`config.mk`:
```
export PLATFORM = sky130hd
export DESIGN_NAME = mad_outlier_replacer
export DESIGN_NICKNAME = d
export VERILOG_FILES = /design/src/rtl/mor_pkg.sv /design/src/rtl/mor_front.sv /design/src/rtl/mor_back.sv /design/src/rtl/mad_outlier_replacer.sv
export SDC_FILE = /design/constraint.sdc
export NUM_CORES = 2
export LEC_CHECK = 0
export BUFFER_PORTS_ARGS = -buffer_cell sky130_fd_sc_hd__buf_2
export CAP_MARGIN = 20
export CORE_MARGIN = 2
export CORE_UTILIZATION = 30
export DETAILED_ROUTE_END_ITERATION = 16
export PLACE_DENSITY = 0.53
export SLEW_MARGIN = 20
export SYNTH_ARGS = -nofsm -noshare
export SYNTH_HDL_FRONTEND = slang
export SYNTH_SLANG_ARGS = --single-unit
```
`constraint.sdc`:
```
create_clock -name clock -period 8.5 [get_ports clock]
set_clock_uncertainty 0.2 [all_clocks]
set_input_delay 0.85 -clock clock [delete_from_list [all_inputs] [get_ports clock]]
set_output_delay 0.85 -clock clock [all_outputs]
set_load 0.02 [all_outputs]
```
`src/rtl/mor_pkg.sv`:
```
// mor_pkg: shared constants, types and codes for the median outlier replacer
// no dependencies

package mor_pkg;

   localparam int BlockLenDefault   = 64;
   localparam int SampleBitsDefault = 16;
   localparam int QueueDepth        = 4;
   localparam int QShift            = 7;
   localparam int CsrAddrBits       = 4;

   localparam logic [CsrAddrBits-3:0] CsrScale  = 2'd0;
   localparam logic [CsrAddrBits-3:0] CsrFactor = 2'd1;
   localparam logic [CsrAddrBits-3:0] CsrMin    = 2'd2;
   localparam logic [CsrAddrBits-3:0] CsrMax    = 2'd3;

   localparam logic [9:0] ScaleReset  = 10'd384;
   localparam logic [9:0] FactorReset = 10'd189;
   localparam logic [6:0] MinReset    = 7'd0;
   localparam logic [6:0] MaxReset    = 7'd10;

   typedef enum logic [2:0] {
      ST_LOAD,
      ST_SEL1,
      ST_DEV,
      ST_SEL2,
      ST_THR,
      ST_FLAG,
      ST_EMIT
   } state_type;

endpackage

```
`src/rtl/mor_front.sv`:
```
// mor_front: accepts samples and pushes them into a small queue
// depends on mor_pkg

module mor_front #(
   parameter int SAMPLE_BITS = mor_pkg::SampleBitsDefault,
   parameter int QDEPTH = mor_pkg::QueueDepth
) (
   input  logic                   clock,
   input  logic                   reset,
   input  logic                   req_valid,
   output logic                   req_ready,
   input  logic [SAMPLE_BITS-1:0] req_sample_in,
   output logic                   q_valid,
   input  logic                   q_ready,
   output logic [SAMPLE_BITS-1:0] q_data
);
   import mor_pkg::*;

   localparam int PW = $clog2(QDEPTH);

   logic [SAMPLE_BITS-1:0] mem_ff [QDEPTH];
   logic [PW-1:0] wr_ff, wr_in, rd_ff, rd_in;
   logic [PW:0]   cnt_ff, cnt_in;
   logic push, pop;

   assign req_ready = (cnt_ff != (PW+1)'(QDEPTH));
   assign q_valid   = (cnt_ff != '0);
   assign q_data    = mem_ff[rd_ff];
   assign push      = req_valid && req_ready;
   assign pop       = q_valid && q_ready;

   always_comb begin
      wr_in  = push ? wr_ff + 1'b1 : wr_ff;
      rd_in  = pop ? rd_ff + 1'b1 : rd_ff;
      cnt_in = cnt_ff + {{PW{1'b0}}, push} - {{PW{1'b0}}, pop};
   end

   always_ff @(posedge clock) begin
      if (reset) begin
         wr_ff  <= '0;
         rd_ff  <= '0;
         cnt_ff <= '0;
      end else begin
         wr_ff  <= wr_in;
         rd_ff  <= rd_in;
         cnt_ff <= cnt_in;
      end
      if (push) mem_ff[wr_ff] <= req_sample_in;
   end

endmodule

```
`src/rtl/mor_back.sv`:
```
// mor_back: stores a block, finds both medians, flags and emits samples
// depends on mor_pkg

module mor_back #(
   parameter int BLOCK_LEN   = mor_pkg::BlockLenDefault,
   parameter int SAMPLE_BITS = mor_pkg::SampleBitsDefault
) (
   input  logic                   clock,
   input  logic                   reset,
   input  logic                   q_valid,
   output logic                   q_ready,
   input  logic [SAMPLE_BITS-1:0] q_data,
   input  logic [9:0]             scale_q7,
   input  logic [9:0]             factor_q7,
   input  logic [6:0]             min_cnt,
   input  logic [6:0]             max_cnt,
   output logic                   rsp_valid,
   input  logic                   rsp_ready,
   output logic [SAMPLE_BITS-1:0] rsp_sample_out,
   output logic                   rsp_outlier_flag,
   output logic                   rsp_last_of_block
);
   import mor_pkg::*;

   localparam int AW   = $clog2(BLOCK_LEN);
   localparam int CW   = $clog2(BLOCK_LEN + 1);
   localparam int RANK = (BLOCK_LEN - 1) / 2;
   localparam int PB   = 20 + SAMPLE_BITS;
   localparam logic [AW-1:0] LastIdx = AW'(BLOCK_LEN - 1);

   // sample and deviation memories, one write port and two read ports each
   logic [SAMPLE_BITS-1:0] smem [BLOCK_LEN];
   logic [SAMPLE_BITS-1:0] dmem [BLOCK_LEN];
   logic                   fmem [BLOCK_LEN];

   state_type st_ff, st_in;
   logic [AW-1:0] ia_ff, ia_in, ib_ff, ib_in;
   logic [CW-1:0] less_ff, less_in, eq_ff, eq_in, ocnt_ff, ocnt_in;
   logic          sub_ff, sub_in;
   logic [SAMPLE_BITS-1:0] cand_ff, cand_in, med_ff, med_in, dmed_ff, dmed_in;
   logic [SAMPLE_BITS-1:0] rd_s, rd_d, rd_cand;
   logic                   rd_f;
   logic [PB-1:0] prod_ff, prod_in;
   logic [19:0]   sf_ff;
   logic          repl_ff, repl_in;
   logic          ov_ff, ov_in;
   logic [SAMPLE_BITS-1:0] os_ff, os_in;
   logic          of_ff, of_in, ol_ff, ol_in;
   logic          rd_vld_ff, rd_vld_in;
   logic [AW-1:0] rd_idx_ff;

   logic s_we, d_we, f_we;
   logic [AW-1:0] s_wa, d_wa, f_wa, rd_a, rd_c;
   logic [SAMPLE_BITS-1:0] s_wd, d_wd;
   logic f_wd;
   logic sel_dev;
   logic lt, eqv, hit;
   logic signed [SAMPLE_BITS:0] diff;
   logic [SAMPLE_BITS-1:0] absd;
   logic [CW-1:0] less_n, eq_n;

   always_ff @(posedge clock) begin
      if (s_we) smem[s_wa] <= s_wd;
      if (d_we) dmem[d_wa] <= d_wd;
      if (f_we) fmem[f_wa] <= f_wd;
      rd_s    <= smem[rd_a];
      rd_d    <= dmem[rd_a];
      rd_f    <= fmem[rd_a];
      rd_cand <= sel_dev ? dmem[rd_c] : smem[rd_c];
   end

   // compare of the scanned element against the candidate
   always_comb begin
      if (sel_dev) begin
         lt  = rd_d < cand_ff;
         eqv = rd_d == cand_ff;
      end else begin
         lt  = $signed(rd_s) < $signed(cand_ff);
         eqv = rd_s == cand_ff;
      end
      less_n = less_ff + CW'(lt);
      eq_n   = eq_ff + CW'(eqv);
      hit    = (less_n <= CW'(RANK)) && (CW'(RANK) < less_n + eq_n);
      diff   = $signed({rd_s[SAMPLE_BITS-1], rd_s}) - $signed({med_ff[SAMPLE_BITS-1], med_ff});
      absd   = diff[SAMPLE_BITS] ? SAMPLE_BITS'(-diff) : diff[SAMPLE_BITS-1:0];
   end

   always_ff @(posedge clock) begin
      sf_ff <= scale_q7 * factor_q7;
   end

   always_comb begin
      st_in = st_ff; ia_in = ia_ff; ib_in = ib_ff;
      less_in = less_ff; eq_in = eq_ff; ocnt_in = ocnt_ff;
      sub_in = sub_ff;
      cand_in = cand_ff; med_in = med_ff; dmed_in = dmed_ff;
      prod_in = prod_ff; repl_in = repl_ff;
      ov_in = ov_ff; os_in = os_ff; of_in = of_ff; ol_in = ol_ff;
      rd_vld_in = 1'b0;
      s_we = 1'b0; s_wa = ia_ff; s_wd = q_data;
      d_we = 1'b0; d_wa = rd_idx_ff; d_wd = absd;
      f_we = 1'b0; f_wa = rd_idx_ff; f_wd = 1'b0;
      sel_dev = (st_ff == ST_SEL2);
      rd_a = ib_ff; rd_c = ia_ff;
      q_ready = 1'b0;
      if (ov_ff && rsp_ready) ov_in = 1'b0;
      unique case (st_ff)
         ST_LOAD: begin
            q_ready = 1'b1;
            if (q_valid) begin
               s_we = 1'b1;
               if (ia_ff == LastIdx) begin
                  st_in = ST_SEL1; ia_in = '0; ib_in = '0; sub_in = 1'b0;
               end else ia_in = ia_ff + 1'b1;
            end
         end
         ST_SEL1, ST_SEL2: begin
            // sub step 0 fetches candidate; then scan all elements
            if (!sub_ff) begin
               if (rd_vld_ff) begin
                  cand_in = rd_cand; sub_in = 1'b1; ib_in = '0;
                  less_in = '0; eq_in = '0;
               end else rd_vld_in = 1'b1;
            end else begin
               rd_vld_in = 1'b1;
               if (ib_ff != LastIdx) ib_in = ib_ff + 1'b1;
               if (rd_vld_ff) begin
                  less_in = less_n; eq_in = eq_n;
                  if (rd_idx_ff == LastIdx) begin
                     rd_vld_in = 1'b0; sub_in = 1'b0; ib_in = '0;
                     if (hit) begin
                        ia_in = '0;
                        if (st_ff == ST_SEL1) begin
                           med_in = cand_ff; st_in = ST_DEV;
                        end else begin
                           dmed_in = cand_ff; st_in = ST_THR;
                        end
                     end else ia_in = ia_ff + 1'b1;
                  end
               end
            end
         end
         ST_DEV: begin
            rd_vld_in = 1'b1;
            if (ib_ff != LastIdx) ib_in = ib_ff + 1'b1;
            if (rd_vld_ff) begin
               d_we = 1'b1;
               if (rd_idx_ff == LastIdx) begin
                  rd_vld_in = 1'b0; ib_in = '0; st_in = ST_SEL2; sub_in = 1'b0;
               end
            end
         end
         ST_THR: begin
            prod_in = PB'(sf_ff) * PB'(dmed_ff);
            st_in = ST_FLAG; ib_in = '0; ocnt_in = '0;
         end
         ST_FLAG: begin
            rd_vld_in = 1'b1;
            if (ib_ff != LastIdx) ib_in = ib_ff + 1'b1;
            if (rd_vld_ff) begin
               f_we = 1'b1;
               f_wd = (PB'(rd_d) << QShift) > (prod_ff >> QShift);
               ocnt_in = ocnt_ff + CW'(f_wd);
               if (rd_idx_ff == LastIdx) begin
                  rd_vld_in = 1'b0; ib_in = '0; st_in = ST_EMIT;
                  repl_in = (9'(ocnt_in) > 9'(min_cnt)) && (9'(ocnt_in) < 9'(max_cnt));
               end
            end
         end
         ST_EMIT: begin
            // one read in flight, emitted into the output register when free
            if (rd_vld_ff && (!ov_ff || rsp_ready)) begin
               ov_in = 1'b1;
               os_in = (repl_ff && rd_f) ? med_ff : rd_s;
               of_in = rd_f;
               ol_in = (rd_idx_ff == LastIdx);
               if (rd_idx_ff == LastIdx) begin
                  st_in = ST_LOAD; ia_in = '0; ib_in = '0;
               end else begin
                  rd_vld_in = 1'b1; ib_in = ib_ff + 1'b1;
               end
               rd_a = ib_ff;
            end else if (!rd_vld_ff) begin
               rd_vld_in = 1'b1; ib_in = ib_ff + 1'b1;
            end else begin
               rd_vld_in = 1'b1;
               rd_a = rd_idx_ff;
            end
         end
         default: st_in = ST_LOAD;
      endcase
   end

   always_ff @(posedge clock) begin
      if (reset) begin
         st_ff <= ST_LOAD; ia_ff <= '0; ib_ff <= '0; sub_ff <= 1'b0;
         rd_vld_ff <= 1'b0; ov_ff <= 1'b0; med_ff <= '0; dmed_ff <= '0;
      end else begin
         st_ff <= st_in; ia_ff <= ia_in; ib_ff <= ib_in; sub_ff <= sub_in;
         rd_vld_ff <= rd_vld_in; ov_ff <= ov_in; med_ff <= med_in; dmed_ff <= dmed_in;
      end
      rd_idx_ff <= rd_a;
      less_ff <= less_in; eq_ff <= eq_in; ocnt_ff <= ocnt_in;
      cand_ff <= cand_in; prod_ff <= prod_in;
      repl_ff <= repl_in; os_ff <= os_in; of_ff <= of_in; ol_ff <= ol_in;
   end

   assign rsp_valid         = ov_ff;
   assign rsp_sample_out    = os_ff;
   assign rsp_outlier_flag  = of_ff;
   assign rsp_last_of_block = ol_ff;

endmodule

```
`src/rtl/mad_outlier_replacer.sv`:
```
// mad_outlier_replacer: top level with csr port, input queue and block engine
// depends on mor_pkg, mor_front, mor_back
//
// Samples are taken into a four-entry queue and loaded into a block store at
// one per cycle while the engine is loading and the queue holds a sample. When
// BLOCK_LEN samples are in, the engine finds the block median and the median
// of absolute deviations by rank selection: each candidate is compared against
// every stored value over one memory read port. A deviation pass, then
// threshold and flagging follow, and the block is then emitted at one beat per
// cycle while rsp_ready is high, with last_of_block on the final beat. The engine
// takes no new sample until the final beat is issued. The rank selection sets
// the pace. Registers: scale_q7 at 0x0, factor_q7 at 0x4, min_outlier_count at
// 0x8, max_outlier_count at 0xc; write them only while the block is idle.

module mad_outlier_replacer #(
   parameter int BLOCK_LEN   = mor_pkg::BlockLenDefault,
   parameter int SAMPLE_BITS = mor_pkg::SampleBitsDefault
) (
   input  logic                            clock,
   input  logic                            reset,
   input  logic                            req_valid,
   output logic                            req_ready,
   input  logic [SAMPLE_BITS-1:0]          req_sample_in,
   output logic                            rsp_valid,
   input  logic                            rsp_ready,
   output logic [SAMPLE_BITS-1:0]          rsp_sample_out,
   output logic                            rsp_outlier_flag,
   output logic                            rsp_last_of_block,
   input  logic                            psel,
   input  logic                            penable,
   input  logic                            pwrite,
   input  logic [mor_pkg::CsrAddrBits-1:0] paddr,
   input  logic [31:0]                     pwdata,
   output logic [31:0]                     prdata,
   output logic                            pready
);
   import mor_pkg::*;

   logic [9:0] scale_ff, factor_ff;
   logic [6:0] min_ff, max_ff;
   logic q_valid, q_ready;
   logic [SAMPLE_BITS-1:0] q_data;
   logic wr;
   logic [CsrAddrBits-3:0] reg_idx;

   assign pready  = 1'b1;
   assign wr      = psel && penable && pwrite;
   assign reg_idx = paddr[CsrAddrBits-1:2];

   always_ff @(posedge clock) begin
      if (reset) begin
         scale_ff <= ScaleReset; factor_ff <= FactorReset;
         min_ff <= MinReset; max_ff <= MaxReset;
      end else if (wr) begin
         unique case (reg_idx)
            CsrScale:  scale_ff  <= pwdata[9:0];
            CsrFactor: factor_ff <= pwdata[9:0];
            CsrMin:    min_ff    <= pwdata[6:0];
            CsrMax:    max_ff    <= pwdata[6:0];
            default: ;
         endcase
      end
   end

   always_comb begin
      case (reg_idx)
         CsrScale:  prdata = {22'd0, scale_ff};
         CsrFactor: prdata = {22'd0, factor_ff};
         CsrMin:    prdata = {25'd0, min_ff};
         CsrMax:    prdata = {25'd0, max_ff};
         default:   prdata = '0;
      endcase
   end

   mor_front #(.SAMPLE_BITS(SAMPLE_BITS)) u_front (
      .clock, .reset, .req_valid, .req_ready, .req_sample_in,
      .q_valid, .q_ready, .q_data
   );

   mor_back #(.BLOCK_LEN(BLOCK_LEN), .SAMPLE_BITS(SAMPLE_BITS)) u_back (
      .clock, .reset, .q_valid, .q_ready, .q_data,
      .scale_q7(scale_ff), .factor_q7(factor_ff), .min_cnt(min_ff), .max_cnt(max_ff),
      .rsp_valid, .rsp_ready, .rsp_sample_out, .rsp_outlier_flag, .rsp_last_of_block
   );

endmodule

```
==> flow_summary.ini <==
[status]
status = finished clean

[synthesis]
synthArstFlopShare = 0
synth-seq-cells = 2435
synth-edff-count = 2261
synth_top_area_frac = 0.543
synth_area_mm2 = 0.125
ys_top_cells_by_count = edfxtp_1 (2,261), nand2_1 (1,301), mux4_2 (935)
yosys.area.top_type = edfxtp_1
synthCells = 8533
yosys_warnings = 0
post-synth-top-count-cell = edfxtp_1
synth_top_cells_by_area = edfxtp_1 (54%), mux4_2 (17%), fa_1 (5.0%), nand2_1 (3.9%), dfxtp_1 (2.8%)
ys_types = 81
ys.flop_type = edfxtp_1
ys_seq_area_frac = 0.571
synth_area_per_cell_um2 = 14.7

[worst_setup_path]
worstPathArrival_ns = 7.64
endpoint_kind = flop
reg2reg_to = u_back.prod_ff[35]$_DFFE_PP_
startpoint_type = flop
crit_chain = nand2_1 > fa_1 > fa_1 > inv_1 > fa_1 > fa_1 > fa_1 > inv_1 > fa_1 > inv_1 > ha_1 > nand4_1 > nor2_1 > o21ai_0 > o211ai_1 > o21ai_0 > buf_4 > o21ai_0 > and4_1 > nor3_1
cp_max_fo = 21
r2r_start = u_back.dmed_ff[1]$_SDFFE_PP0P_
rr_worst_depth = 20
r2r_slack_ns = 1.29
cp.required_ns = 8.93
crit_family = adder cells
critPathBufInv = 4
cp_slowest_cell = dfxtp_1
crit_type = flop to flop
worst_path_most_repeated_cell = fa_1
slowest_delay_ns = 0.91

[clock_network]
cts_sinks = 2435
cts_made_buffers = 278
cts_tree = yes
clk_path_buf_depth = 4
cts_root_buf = clkbuf_16
clk_pin_slew_ns = 0.07
htreeDepth = 5
cts.repair.resized = 0
post_cts_buffers = 0
clkLatencyLatePin_ns = 0.89

[timing]
post-route-min-period_ns = 7.21
rsz0062_at_grt = no
fmax_ghz = 0.139
timing.setup.tns_ns = 0
setup_ws_ns = 1.29
slew_headroom = 0.238
hold_violations = 0
finalCritPeriodShare = 0.849
final_max_slew_viol_count = 0
setup_viol = 0
worstMarginPinSlew_ns = 1.14

[drt]
drt_iter0_markers = 9002
vias_per_cell = 5.50
wirelength_met1_um = 157000
drc = 0
vias = 78236
firstDrtPassIters = 8
routedWlPerCell_um = 28.4
top_layer = met5
wl_met2_um = 192000
wl_met3_um = 35500
antenna_left = 0
drt_wl_total_um = 404000

[global_route]
antenna_found_initial = 28
grt_max_degree = 148
grt_first_pass_wirelength_um = 574000
grt_pass1_vias = 78741
grt.total_usage = 0.186
grt_overflow_total = 0

[hold_path]
min_path_type = flop to flop
min_from = u_back.rd_cand[2]$_DFF_P_
min_to = u_back.cand_ff[2]$_DFFE_PP_
hold_depth = 0

[placement]
numPlacedInstances = 13691
port_buffers = 64
hpwl_um = 249000
place_congestion = 0.859
pre_cts_ws_ns = 1.26

[floorplanning]
die_h_um = 650
die-area_mm2 = 0.422
start_util = 0.301
rows = 237
die_w_um = 650
ioPinCount = 112
core-area_mm2 = 0.416

[layout]
regArea_mm2 = 0.0714
area_growth_syn_to_layout_pct = 13.2
drive_gt1_frac = 0.203
multi_input_area_mm2 = 0.0505
utilization = 0.341
fin_cells = 14236
nNetsFinal = 9129
fillers = 39707

[power_and_ir_drop]
p_total_mw = 40.7
power_density_mw_per_mm2 = 288
ir_worst_vdd_uv = 593
p_leak_nw = 46.2

[flow_run]
max_cap_violations = 0
==> kinds of logic (layout without fill, tap and decap cells) <==
group | Yosys count | after routing | synth area share
xor+xnor | 95 | 95 | 0.00676
flops | 2435 | 2435 | 0.571
compound gates | 686 | 686 | 0.0359
simple gates | 2609 | 2609 | 0.0941
other cells | 2 | 40 | 0.0000601
fa+ha+maj | 570 | 570 | 0.0758
mux | 1108 | 1108 | 0.182
buf+inv | 1028 | 1196 | 0.0341
==> repair_timing <==
action                                  CTS  global route
endpoints found under the hold margin    78             0
hold buffers                             26             0
endpoints found under the setup margin    0             0
==> how the worst max path moves through the flow <==
stage / startpoint / end / slack (ns) / cells after the start
after floorplan: u_back.sf_ff[7]$_DFF_P_ / u_back.prod_ff[35]$_DFFE_PP_ / 2.26 / 22
after global placement: u_back.dmed_ff[7]$_SDFFE_PP0P_ / u_back.prod_ff[35]$_DFFE_PP_ / 1.27 / 22
after detailed placement: u_back.dmed_ff[7]$_SDFFE_PP0P_ / u_back.prod_ff[35]$_DFFE_PP_ / 1.26 / 22
after CTS: u_back.dmed_ff[7]$_SDFFE_PP0P_ / u_back.prod_ff[35]$_DFFE_PP_ / 1.21 / 22
after global routing: u_back.dmed_ff[7]$_SDFFE_PP0P_ / u_back.prod_ff[34]$_DFFE_PP_ / 0.78 / 22
final: u_back.dmed_ff[1]$_SDFFE_PP0P_ / u_back.prod_ff[35]$_DFFE_PP_ / 1.29 / 20
==> power breakdown <==
group / total [mW] / internal (mW) / switching [mW]
clock: 12.1 / 7.04 / 5.02
sequential: 17.6 / 17.2 / 0.398
combinational: 11.0 / 3.47 / 7.57
total: 40.7 / 27.7 / 13.0
==> registers in the layout, indices dropped and copies added, names as in the netlist, 10 cells and up, named ones only <==
name / cells
factor_ff: 10
scale_ff: 10
u_back.cand_ff: 16
u_back.dmed_ff: 16
u_back.dmem: 1024
u_back.fmem: 64
u_back.med_ff: 16
u_back.prod_ff: 29
u_back.rd_cand: 16
u_back.rd_d: 16
u_back.rd_s: 16
u_back.rsp_sample_out: 16
u_back.sf_ff: 20
u_back.smem: 1024
u_front.mem_ff: 64
==> through the flow <==
stage	hold slack [ns]	instance area (µm²)
6_report	0.203	142000
5_1_grt	0.212	142000
2_1_floorplan	0.186	125000
4_1_cts	0.184	142000
3_3_place_gp	0.189	132000
3_5_place_dp	0.189	132000
==> cell usage in the layout, fill, tap and decap left out, types with 28 or more instances in the layout <==
master     instances
edfxtp_1        2261
nand2_1         1295
mux4_2           928
inv_1            423
nand3_1          411
fa_1             313
clkbuf_16        288
ha_1             257
nor2_1           232
and2_1           216
a21oi_1          187
dfxtp_1          169
mux2i_1          155
buf_4            154
a31oi_1          143
nand4_1          133
a22oi_1          109
nor2_4            68
buf_2             63
o21ai_0           62
nor2_2            59
clkbuf_1          57
clkinv_1          54
xnor2_1           50
clkinv_2          49
nor2b_1           30
xor2_1            30
or4_1             28
a222oi_1          28
==> worst register-to-register path: cells and delay by family, from the launching register on <==
family	cells	cell delay, ns
buffers and inverters	4	0.32
adder cells (fa/ha/maj)	7	3.47
flip-flops	1	0.91
AND/OR/NAND/NOR	5	0.94
AO/OA/AOI/OAI	4	1.11
==> metal layers <==
| metal | global-route usage | vias to the layer above |
|---|---|---|
| li1 | - | 32450 |
| met1 | 0.243 | 41130 |
| met2 | 0.305 | 3966 |
| met3 | 0.0345 | 686 |
| met4 | 0.0770 | 4 |
| met5 | 0 | - |
==> final cells by class <==
class,instances,area share
well taps,5497,0.0486
flip-flops and latches,2435,0.504
diodes,17,0.000300
repair buffers,267,0.0156
inverters,427,0.0115
clock buffers,349,0.0528
clock inverters,153,0.0104
multi-input cells,5091,0.357
Note: power is estimated with default switching activity, not from simulation.
